$ cat src/median_of_samples_defines.svh
// Assertion helpers used by the block's top-level module.
`ifndef MEDIAN_OF_SAMPLES_DEFINES_SVH
`define MEDIAN_OF_SAMPLES_DEFINES_SVH

// Check that an antecedent implies a consequent in the same cycle.
`define MOS_ASSERT_SAME(label, ante, cons) \
  label: assert property (@(posedge clk) disable iff (rst) (ante) |-> (cons)) \
    else $error("check failed: same-cycle implication");

// Check that an antecedent implies a consequent in the next cycle.
`define MOS_ASSERT_NEXT(label, ante, cons) \
  label: assert property (@(posedge clk) disable iff (rst) (ante) |=> (cons)) \
    else $error("check failed: next-cycle implication");

// Check that a condition holds on every clock edge out of reset.
`define MOS_ASSERT_ALWAYS(label, expr) \
  label: assert property (@(posedge clk) disable iff (rst) (expr)) \
    else $error("check failed: invariant");

`endif

$ cat src/mos_pkg.sv
package mos_pkg;

  localparam int MAX_SAMPLES = 64;
  localparam int SAMPLE_W    = 16;
  localparam int MED_W       = 17;
  localparam int OUT_CNT_W   = 7;
  localparam int COUNT_W     = $clog2(MAX_SAMPLES + 1);
  localparam int IDX_W       = $clog2(MAX_SAMPLES);
  localparam int LEAF_W      = 3;
  localparam int LEAVES      = 2 ** LEAF_W;
  localparam int GRP_W       = (IDX_W > LEAF_W) ? (IDX_W - LEAF_W) : 1;
  localparam int GROUPS      = 2 ** GRP_W;
  localparam int SEL_W       = LEAF_W + GRP_W;

  typedef struct packed {
    logic [SAMPLE_W-1:0] sample;
    logic                last;
  } samp_t;

  typedef struct packed {
    logic [MED_W-1:0]     median_doubled;
    logic [OUT_CNT_W-1:0] sample_count;
    logic                 overflow;
  } res_t;

  typedef struct packed {
    logic                load;
    logic [SAMPLE_W-1:0] value;
  } cell_ctl_t;

  typedef enum logic [1:0] {
    ST_LOAD,
    ST_SEL,
    ST_SUM
  } st_t;

endpackage

$ cat src/mos_cell.sv
module mos_cell (
  input  logic                          clk,
  input  mos_pkg::cell_ctl_t            ctl,
  input  logic                          occ,
  input  logic                          prev_gt,
  input  logic [mos_pkg::SAMPLE_W-1:0]  prev_val,
  output logic                          gt,
  output logic [mos_pkg::SAMPLE_W-1:0]  val
);
  import mos_pkg::*;

  logic [SAMPLE_W-1:0] val_next;

  assign gt = occ && (val > ctl.value);

  always_comb begin
    priority if (occ && !gt) begin
      val_next = val;
    end else if (prev_gt) begin
      val_next = prev_val;
    end else begin
      val_next = ctl.value;
    end
  end

  always_ff @(posedge clk) begin
    if (ctl.load) begin
      val <= val_next;
    end
  end

endmodule

$ cat src/mos_chain.sv
module mos_chain (
  input  logic                          clk,
  input  mos_pkg::cell_ctl_t            ctl,
  input  logic [mos_pkg::COUNT_W-1:0]   count,
  output logic [mos_pkg::SAMPLE_W-1:0]  vals [mos_pkg::MAX_SAMPLES]
);
  import mos_pkg::*;

  logic gt [MAX_SAMPLES];

  for (genvar i = 0; i < MAX_SAMPLES; i++) begin : g_cell
    logic                occ;
    logic                prev_gt;
    logic [SAMPLE_W-1:0] prev_val;

    assign occ = count > COUNT_W'(i);

    if (i == 0) begin : g_head
      assign prev_gt  = 1'b0;
      assign prev_val = '0;
    end else begin : g_body
      assign prev_gt  = gt[i-1];
      assign prev_val = vals[i-1];
    end

    mos_cell u_cell (
      .clk      (clk),
      .ctl      (ctl),
      .occ      (occ),
      .prev_gt  (prev_gt),
      .prev_val (prev_val),
      .gt       (gt[i]),
      .val      (vals[i])
    );
  end

endmodule

$ cat src/mos_select.sv
module mos_select (
  input  logic                          clk,
  input  logic                          cap,
  input  logic [mos_pkg::COUNT_W-1:0]   count,
  input  logic [mos_pkg::SAMPLE_W-1:0]  vals [mos_pkg::MAX_SAMPLES],
  output logic [mos_pkg::MED_W-1:0]     sum
);
  import mos_pkg::*;

  logic [COUNT_W-1:0]  half;
  logic [IDX_W-1:0]    idx_hi;
  logic [IDX_W-1:0]    idx_lo;
  logic [SEL_W-1:0]    sel_hi;
  logic [SEL_W-1:0]    sel_lo;
  logic [SAMPLE_W-1:0] pick_hi [GROUPS];
  logic [SAMPLE_W-1:0] pick_lo [GROUPS];
  logic [SAMPLE_W-1:0] grp_hi  [GROUPS];
  logic [SAMPLE_W-1:0] grp_lo  [GROUPS];
  logic [GRP_W-1:0]    gsel_hi;
  logic [GRP_W-1:0]    gsel_lo;

  assign half   = count >> 1;
  assign idx_hi = IDX_W'(half);
  assign idx_lo = count[0] ? IDX_W'(half) : IDX_W'(half - COUNT_W'(1));
  assign sel_hi = SEL_W'(idx_hi);
  assign sel_lo = SEL_W'(idx_lo);

  always_comb begin
    for (int g = 0; g < GROUPS; g++) begin
      pick_hi[g] = '0;
      pick_lo[g] = '0;
      for (int j = 0; j < LEAVES; j++) begin
        if (g * LEAVES + j < MAX_SAMPLES) begin
          if (sel_hi[LEAF_W-1:0] == LEAF_W'(j)) begin
            pick_hi[g] = vals[g * LEAVES + j];
          end
          if (sel_lo[LEAF_W-1:0] == LEAF_W'(j)) begin
            pick_lo[g] = vals[g * LEAVES + j];
          end
        end
      end
    end
  end

  always_ff @(posedge clk) begin
    if (cap) begin
      grp_hi  <= pick_hi;
      grp_lo  <= pick_lo;
      gsel_hi <= sel_hi[SEL_W-1:LEAF_W];
      gsel_lo <= sel_lo[SEL_W-1:LEAF_W];
    end
  end

  assign sum = MED_W'(grp_hi[gsel_hi]) + MED_W'(grp_lo[gsel_lo]);

endmodule

$ cat src/median_of_samples.sv
// Median of a set of unsigned 16-bit samples. Each accepted item inserts its
// sample into a sorted chain of 64 cells while the chain has room; the item
// with last set closes the set and yields one result: twice the median (one
// fraction bit), the number of samples kept and an overflow flag for samples
// dropped once the chain was full. Samples are taken one per cycle while a set
// loads. After the closing item the input stalls while a two-level registered
// mux tree reads the middle cells and adds them (ST_SEL, then ST_SUM, which
// holds while an older result is stalled); a finished result waits in the
// output register while the next set loads.
`include "median_of_samples_defines.svh"

module median_of_samples (
  input  logic           clk,
  input  logic           rst,
  input  logic           samp_valid,
  output logic           samp_stall,
  input  mos_pkg::samp_t samp,
  output logic           res_valid,
  input  logic           res_stall,
  output mos_pkg::res_t  res
);
  import mos_pkg::*;

  st_t                 state;
  st_t                 state_next;
  logic [COUNT_W-1:0]  count;
  logic                dropped;
  logic [COUNT_W-1:0]  fin_count;
  logic                fin_ovf;
  logic                accept;
  logic                full;
  logic                sel_cap;
  logic                res_load;
  logic [MED_W-1:0]    sum;
  logic [SAMPLE_W-1:0] vals [MAX_SAMPLES];
  cell_ctl_t           ctl;

  assign accept = samp_valid && !samp_stall;
  assign full   = count == COUNT_W'(MAX_SAMPLES);

  assign ctl.load  = accept && !full;
  assign ctl.value = samp.sample;

  always_comb begin
    state_next = state;
    unique case (state)
      ST_LOAD: begin
        if (accept && samp.last) begin
          state_next = ST_SEL;
        end
      end
      ST_SEL: begin
        state_next = ST_SUM;
      end
      ST_SUM: begin
        if (!res_valid || !res_stall) begin
          state_next = ST_LOAD;
        end
      end
      default: begin
        state_next = ST_LOAD;
      end
    endcase
  end

  always_comb begin
    samp_stall = 1'b1;
    sel_cap    = 1'b0;
    res_load   = 1'b0;
    unique case (state)
      ST_LOAD: begin
        samp_stall = 1'b0;
      end
      ST_SEL: begin
        sel_cap = 1'b1;
      end
      ST_SUM: begin
        res_load = !res_valid || !res_stall;
      end
      default: begin
        samp_stall = 1'b1;
      end
    endcase
  end

  always_ff @(posedge clk) begin
    if (rst) begin
      state   <= ST_LOAD;
      count   <= '0;
      dropped <= 1'b0;
    end else begin
      state <= state_next;
      if (accept) begin
        if (samp.last) begin
          count   <= '0;
          dropped <= 1'b0;
        end else if (full) begin
          dropped <= 1'b1;
        end else begin
          count <= count + COUNT_W'(1);
        end
      end
    end
  end

  always_ff @(posedge clk) begin
    if (accept && samp.last) begin
      fin_count <= full ? count : count + COUNT_W'(1);
      fin_ovf   <= dropped || full;
    end
  end

  always_ff @(posedge clk) begin
    if (rst) begin
      res_valid <= 1'b0;
    end else if (res_load) begin
      res_valid <= 1'b1;
    end else if (!res_stall) begin
      res_valid <= 1'b0;
    end
  end

  always_ff @(posedge clk) begin
    if (res_load) begin
      res.median_doubled <= sum;
      res.sample_count   <= OUT_CNT_W'(fin_count);
      res.overflow       <= fin_ovf;
    end
  end

  mos_chain u_chain (
    .clk   (clk),
    .ctl   (ctl),
    .count (count),
    .vals  (vals)
  );

  mos_select u_select (
    .clk   (clk),
    .cap   (sel_cap),
    .count (fin_count),
    .vals  (vals),
    .sum   (sum)
  );

  `MOS_ASSERT_NEXT(a_clear_after_last, accept && samp.last, count == '0 && !dropped)
  `MOS_ASSERT_ALWAYS(a_count_bound, count <= COUNT_W'(MAX_SAMPLES))
  `MOS_ASSERT_SAME(a_result_from_sum, $rose(res_valid), $past(state) == ST_SUM)
  `MOS_ASSERT_NEXT(a_sel_then_sum, state == ST_SEL, state == ST_SUM)

endmodule
$ cat config.mk
export PLATFORM = sky130hd
export DESIGN_NAME = median_of_samples
export DESIGN_NICKNAME = d
export VERILOG_FILES = /design/src/mos_pkg.sv /design/src/mos_cell.sv /design/src/mos_chain.sv /design/src/mos_select.sv /design/src/median_of_samples.sv
export VERILOG_INCLUDE_DIRS = /design/src /design/src/src
export SDC_FILE = /design/constraint.sdc
export NUM_CORES = 2
export LEC_CHECK = 0
export ABC_AREA = 1
export BUFFER_PORTS_ARGS = -buffer_cell sky130_fd_sc_hd__buf_2
export CAP_MARGIN = 20
export CORE_UTILIZATION = 40
export CTS_CLUSTER_SIZE = 24
export DETAILED_ROUTE_END_ITERATION = 6
export PLACE_DENSITY_LB_ADDON = 0.08
export SYNTH_ARGS = -nofsm -noshare
export SYNTH_HDL_FRONTEND = slang
export SYNTH_SLANG_ARGS = --single-unit
$ cat constraint.sdc
create_clock -name clk -period 21.4 [get_ports clk]
set_clock_uncertainty 0.1 [all_clocks]
set_input_delay 5.35 -clock clk [delete_from_list [all_inputs] [get_ports clk]]
set_output_delay 5.35 -clock clk [all_outputs]
set_load 0.01 [all_outputs]
; ---- Word level (Yosys, flattened, before mapping)
; Cells that the tools add are included.
[totals]
out_inout_bits = 27
register_bits = 1330
in_bits = 21
[classes]
bitwise_logic = 66
muxes = 210
order_cmp = 130
eq_ne = 20
addsub = 3
reduce_logical = 270
[op_table]
columns = op, count
row1 = $mux 16, 195
row2 = $gt 16x16->1, 64
row3 = $gt 7x6->1 const B, 32
row4 = $reduce_and 2->1, 66
row5 = $logic_and 1x1->1, 131
row6 = $gt 7x5->1 const B, 16
row7 = $bmux 16 s3, 2
row8 = $logic_not 1->1, 67
row9 = $not 1->1, 64
row10 = $gt 7x4->1 const B, 8
row11 = $gt 7x3->1 const B, 4
row12 = $eq 3x3->1 const B, 8
row13 = $add 16x16->17, 1
row14 = $gt 7x1->1 const B, 2
row15 = $gt 7x2->1 const B, 2
row16 = $mux 7, 2
row17 = $eq 3x2->1 const B, 4
row18 = $ge 4x4->1 const B, 2
row19 = $not 3->4, 2
row20 = $add 7x1->7 const B, 1
row21 = $eq 7x7->1 const B, 1
row22 = $mux 1, 7
row23 = $eq 3x1->1 const B, 2
row24 = $logic_not 3->1, 2
row25 = other kinds (11), 14

; ---- Longest topological paths before layout
[logic_depth]
word_depth = 11
ltp_mapped = 17
mapped_depth_nobuf = 16

; ---- Cells and area by module
; From an unflattened synthesis, not the netlist that was laid out.
[hier_totals]
cells_unflattened = 13397
hier_area_um2 = 101247.1
[modules_own_cells]
columns = module, cells_per_inst, instances, area_per_inst_um2, seq_area_each_um2
row1 = mos_cell, 125, 64, 1097.3, 480.5
row2 = mos_select, 5121, 1, 28797.6, 7867.5
row3 = median_of_samples, 128, 1, 1610.3, 1211.2
row4 = mos_chain, 148, 1, 611.8, 0.0

; ---- Least setup slack after synthesis
; Ideal clock, no wire load.
[synth_path]
path_type = register -> register
start = register state[0]
end = register u_select.grp_hi[0] (netlist bit), enable pin
required_time_ns = 20.408
t_arrival_ns = 11.291
path_slack_ns = 9.117
stages_incl_launch_ff = 3
cell_sequence = dfxtp_1 inv_1 nor2_1
[synth_between]
elab_chain_cells = 2
[synth_rtl]
columns = element, line
row1 = "start, declared", median_of_samples.sv:24  ; st_t state;
row2 = "start signal, assigned", median_of_samples.sv:92  ; state <= state_next;
row3 = $eq 2x1->1, median_of_samples.sv:70  ; unique case (state)
row4 = $mux 1, median_of_samples.sv:70
row5 = "end signal, assigned", mos_select.sv:47  ; grp_hi <= pick_hi;
row6 = "end, declared", mos_select.sv:17  ; logic [SAMPLE_W-1:0] grp_hi [GROUPS];
; Every way passes these cells.
; A chain may end at the register's enable or synchronous reset.

; ---- Worst setup path after layout
[layout_path]
start = input port samp[13] (netlist bit)
end = register u_chain.g_cell[20].u_cell.val[6] (netlist bit), enable pin
[layout_between]
elab_chain_cells = 6
[layout_rtl]
columns = element, line
row1 = "start, declared", median_of_samples.sv:17  ; input mos_pkg::samp_t samp,
row2 = $gt 16x16->1, mos_cell.sv:14  ; assign gt = occ && (val > ctl.value);
row3 = $logic_and 1x1->1, mos_cell.sv:14
row4 = $logic_not 1->1, mos_cell.sv:17  ; priority if (occ && !gt) begin
row5 = $logic_and 1x1->1, mos_cell.sv:17
row6 = $not 1->1 (no source line), n/a
row7 = $reduce_and 2->1 (no source line), n/a
row8 = "end signal, assigned", mos_cell.sv:28  ; val <= val_next;
row9 = "end, declared", mos_cell.sv:8  ; output logic [mos_pkg::SAMPLE_W-1:0] val
; Every way passes these cells.

==> results.yml <==
outcome:
  status: "complete, but fails checks"
  failed_checks: "design-rule violations"
floorplanning:
  die_h_um: 507.3
  io_pins: 48
  coreArea_um2: 253900
  die_w_um: 507.3
  start_util: 0.4022
  row_count: 185
  dieArea_um2: 257300
yosys:
  synth_ff_type: "edfxtp_1"
  synth_area_um2: 102100
  synth_nets: 14620
  syn_area_per_cell_um2: 7.540
  ys_seq_elements: 1330
  syn_inst: 13550
  seq_area_frac_synth: 0.3900
  ys_warn_count: 0
  synth-edff-count: 1319
  async_flop_share: 0
  synth_cell_type_count: 58
clock_network:
  h-tree-depth: 4
  clock-root-buffer: "clkbuf_16"
  cts_resized: 0
  cts.path.max_buffers: 3
  cts_setup_buffers: 0
  path_clk_slew_ps: 60
  cts_made_buffers: 171
  clk_latency_ps: 860
  cts.sinks: 1330
  hold_buffers: 0
  cts_tree: "done"
route:
  wl_per_cell_um: 29.89
  routed_via_density: 6.162
  drtIter0Drc: 14710
  vias: 103200
  routed_wl_mm: 500.7
  dr.pass1.iters: 7
  remaining_drc_errors: 3
  ant_nets: 0
sta:
  hold_viol_final: 0
  post-route-period-util: 0.4297
  slew_violations: 0
  slew_headroom: 0.1683
  max_freq_mhz: 108.7
  setup_ws_ps: 12200
  finalCriticalPeriod_ps: 9196
  fin_tns_setup_ps: 0
  rsz0062_at_grt: "no"
  finalSetupViolCount: 0
  worstMarginPinSlew_ps: 1240
placed_design:
  dp_slack_ps: 11430
  port_buffers: 47
  dp_hpwl_mm: 341.9
  place_area_um2: 105600
  gp_congestion: 1.001
setup_path:
  rr_worst_depth: 10
  path_max_fanout: 44
  crit_arrival_ps: 9650
  rrSetupSlack_ps: 15390
  cp-startpoint: "samp[13]"
  reg2reg_to: "u_select.grp_lo[97]"
  reg2reg_from: "fin_count[3]"
  path_class: "in2reg"
  cp-end-kind: "flip-flop"
  crit_path_end: "u_chain.g_cell[20].u_cell.val[6]"
  crit_required_ps: 21850
  start_kind: "input port"
cells_and_area:
  drive_above_1_share: 0.05578
  final-seq-area_um2: 39830
  fin_nets: 14310
  areaGrowthSynthToFinish_pct: 8.684
  fillCellCount: 25290
  final_area_um2: 111000
  multi_input_area_um2: 56460
hold_path:
  min_path_type: "reg2reg"
  holdCritStartpoint: "fin_ovf"
grt:
  grt_usage: 0.3786
  grt_max_degree: 134
  grt_antenna_before_repair: 26
  gr-total-overflow: 0
  grt_pass1_wl_mm: 700.9
  first_global_vias: 94120
power:
  vdd_drop_max_v: 0.00007484
  leakage_nw: 50.44
  p_per_area_nw_per_um2: 68.86
job:
  maxCapViolCount: 0
[cells by family (layout without fill, tap and decap cells)]
logic type,after synthesis,after routing,synth area share
other cells,0,12,0
fa+ha+maj,1050,1050,0.1287
xor+xnor,17,17,0.001458
simple gates,8452,8452,0.3580
flops,1330,1330,0.3900
buf+inv,1517,1347,0.05831
compound gates,1179,1179,0.06350
[where the power goes]
group          leakage, nW  internal (W)  switching (W)
clock network         2.58       0.00162        0.00128
registers             12.7       0.00307       0.000240
logic                 35.2      0.000383        0.00105
total                 50.4       0.00507        0.00257
[area by class of cell]
cell class / instances / area share
inverter: 755 / 0.02650
clock inverter: 101 / 0.008409
antenna: 12 / 0.0002705
sequential: 1330 / 0.3588
clock buffer: 208 / 0.03989
tap: 3366 / 0.03794
multi-input combinational: 10700 / 0.5087
timing repair buffer: 283 / 0.01947
[state kept, by name, indices dropped and copies added (netlist names)]
signal,count
res_valid,1
u_select.gsel_hi,3
u_select.grp_hi,128
state,2
u_select.gsel_lo,3
res,25
dropped,1
u_chain.g_cell.u_cell.val,1024
u_select.grp_lo,128
fin_count,7
fin_ovf,1
count,7
[how the worst min path moves through the flow]
stage / end / slack, ps / depth (start not counted)
3_3_place_gp: res[0] / 310 / 0
4_1_cts: res[0] / 340 / 0
6_report: res[0] / 340 / 0
3_5_place_dp: res[0] / 330 / 0
5_1_grt: res[0] / 340 / 0
2_1_floorplan: res[0] / 300 / 0
[critical path: stages]
cell,delay [ps]
buf_6,590
inv_6,500
buf_4,530
ha_1,400
nand2_1,60
nor4_1,410
nand2_1,120
nand2_1,430
nand2_1,100
a21oi_1,690
buf_4,320
[synthesized netlist by cell type, types with 2 or more instances]
| cell | count | share of area |
|---|---|---|
| xor2_1 | 13 | 0.0011 |
| buf_4 | 18 | 0.0013 |
| nor2_1 | 973 | 0.036 |
| clkbuf_1 | 522 | 0.019 |
| nor2_4 | 2 | 0.00022 |
| nand3_2 | 20 | 0.0020 |
| xnor2_1 | 4 | 0.00034 |
| or2_2 | 86 | 0.0053 |
| buf_1 | 105 | 0.0039 |
| o31ai_4 | 2 | 0.00042 |
| nand4_1 | 1246 | 0.076 |
| edfxtp_1 | 1319 | 0.39 |
| and3_1 | 2 | 0.00012 |
| nand2_1 | 5210 | 0.19 |
| nand3_4 | 5 | 0.00086 |
| buf_2 | 110 | 0.0054 |
| o21ai_0 | 356 | 0.017 |
| nand3_1 | 806 | 0.039 |
| clkinv_1 | 18 | 0.00066 |
| ha_1 | 1049 | 0.13 |
| o21ai_4 | 5 | 0.00080 |
| a22oi_1 | 2 | 0.00015 |
| a21oi_2 | 12 | 0.0010 |
| o21ai_1 | 4 | 0.00020 |
| nor2_8 | 3 | 0.00059 |
| nor4_1 | 36 | 0.0022 |
| nand2_2 | 11 | 0.00067 |
| inv_2 | 15 | 0.00055 |
| dfxtp_1 | 11 | 0.0022 |
| o21a_1 | 68 | 0.0050 |
| nor2_2 | 5 | 0.00031 |
| o21bai_1 | 25 | 0.0018 |
| o21ai_2 | 12 | 0.0010 |
| o22ai_1 | 34 | 0.0021 |
| a21oi_1 | 615 | 0.030 |
| a21oi_4 | 3 | 0.00048 |
| buf_6 | 7 | 0.00077 |
| nand2_4 | 4 | 0.00044 |
| inv_1 | 721 | 0.027 |
| nor3_1 | 38 | 0.0019 |
| a31oi_1 | 31 | 0.0019 |
[layer usage]
| layer | share of wire | global-route usage |
|---|---|---|
| met3 | 0.11 | 0.08024 |
| met2 | 0.43 | 0.5776 |
| met1 | 0.39 | 0.4924 |
| met4 | 0.069 | 0.2250 |
| met5 | 0.00018 | 0 |
[cell usage in the layout (no fill, tap or decap), types with 31 or more instances in the layout]
master        n
a21oi_1     615
a31oi_1      31
buf_2        31
buf_4       235
clkbuf_1     36
clkbuf_16   171
clkinv_1     55
edfxtp_1   1319
ha_1       1048
inv_1       701
nand2_1    5203
nand3_1     806
nand4_1    1246
nor2_1      966
nor3_1       38
nor4_1       36
o21a_1       68
o21ai_0     356
o22ai_1      34
or2_2        86
[through the flow]
step                hold slack [ps]  total power, W    util  instances
finish                        335.9        0.007643  0.4371      16750
global route                  336.7        0.007861  0.4370      16740
CTS                           339.2        0.007597  0.4368      16740
detailed placement            326.1        0.004729  0.4157      16430
global placement              310.5        0.004701  0.4156      16430
floorplan                     300.3        0.004066       -      13550
No activity file was read; power rests on OpenSTA's default activity.
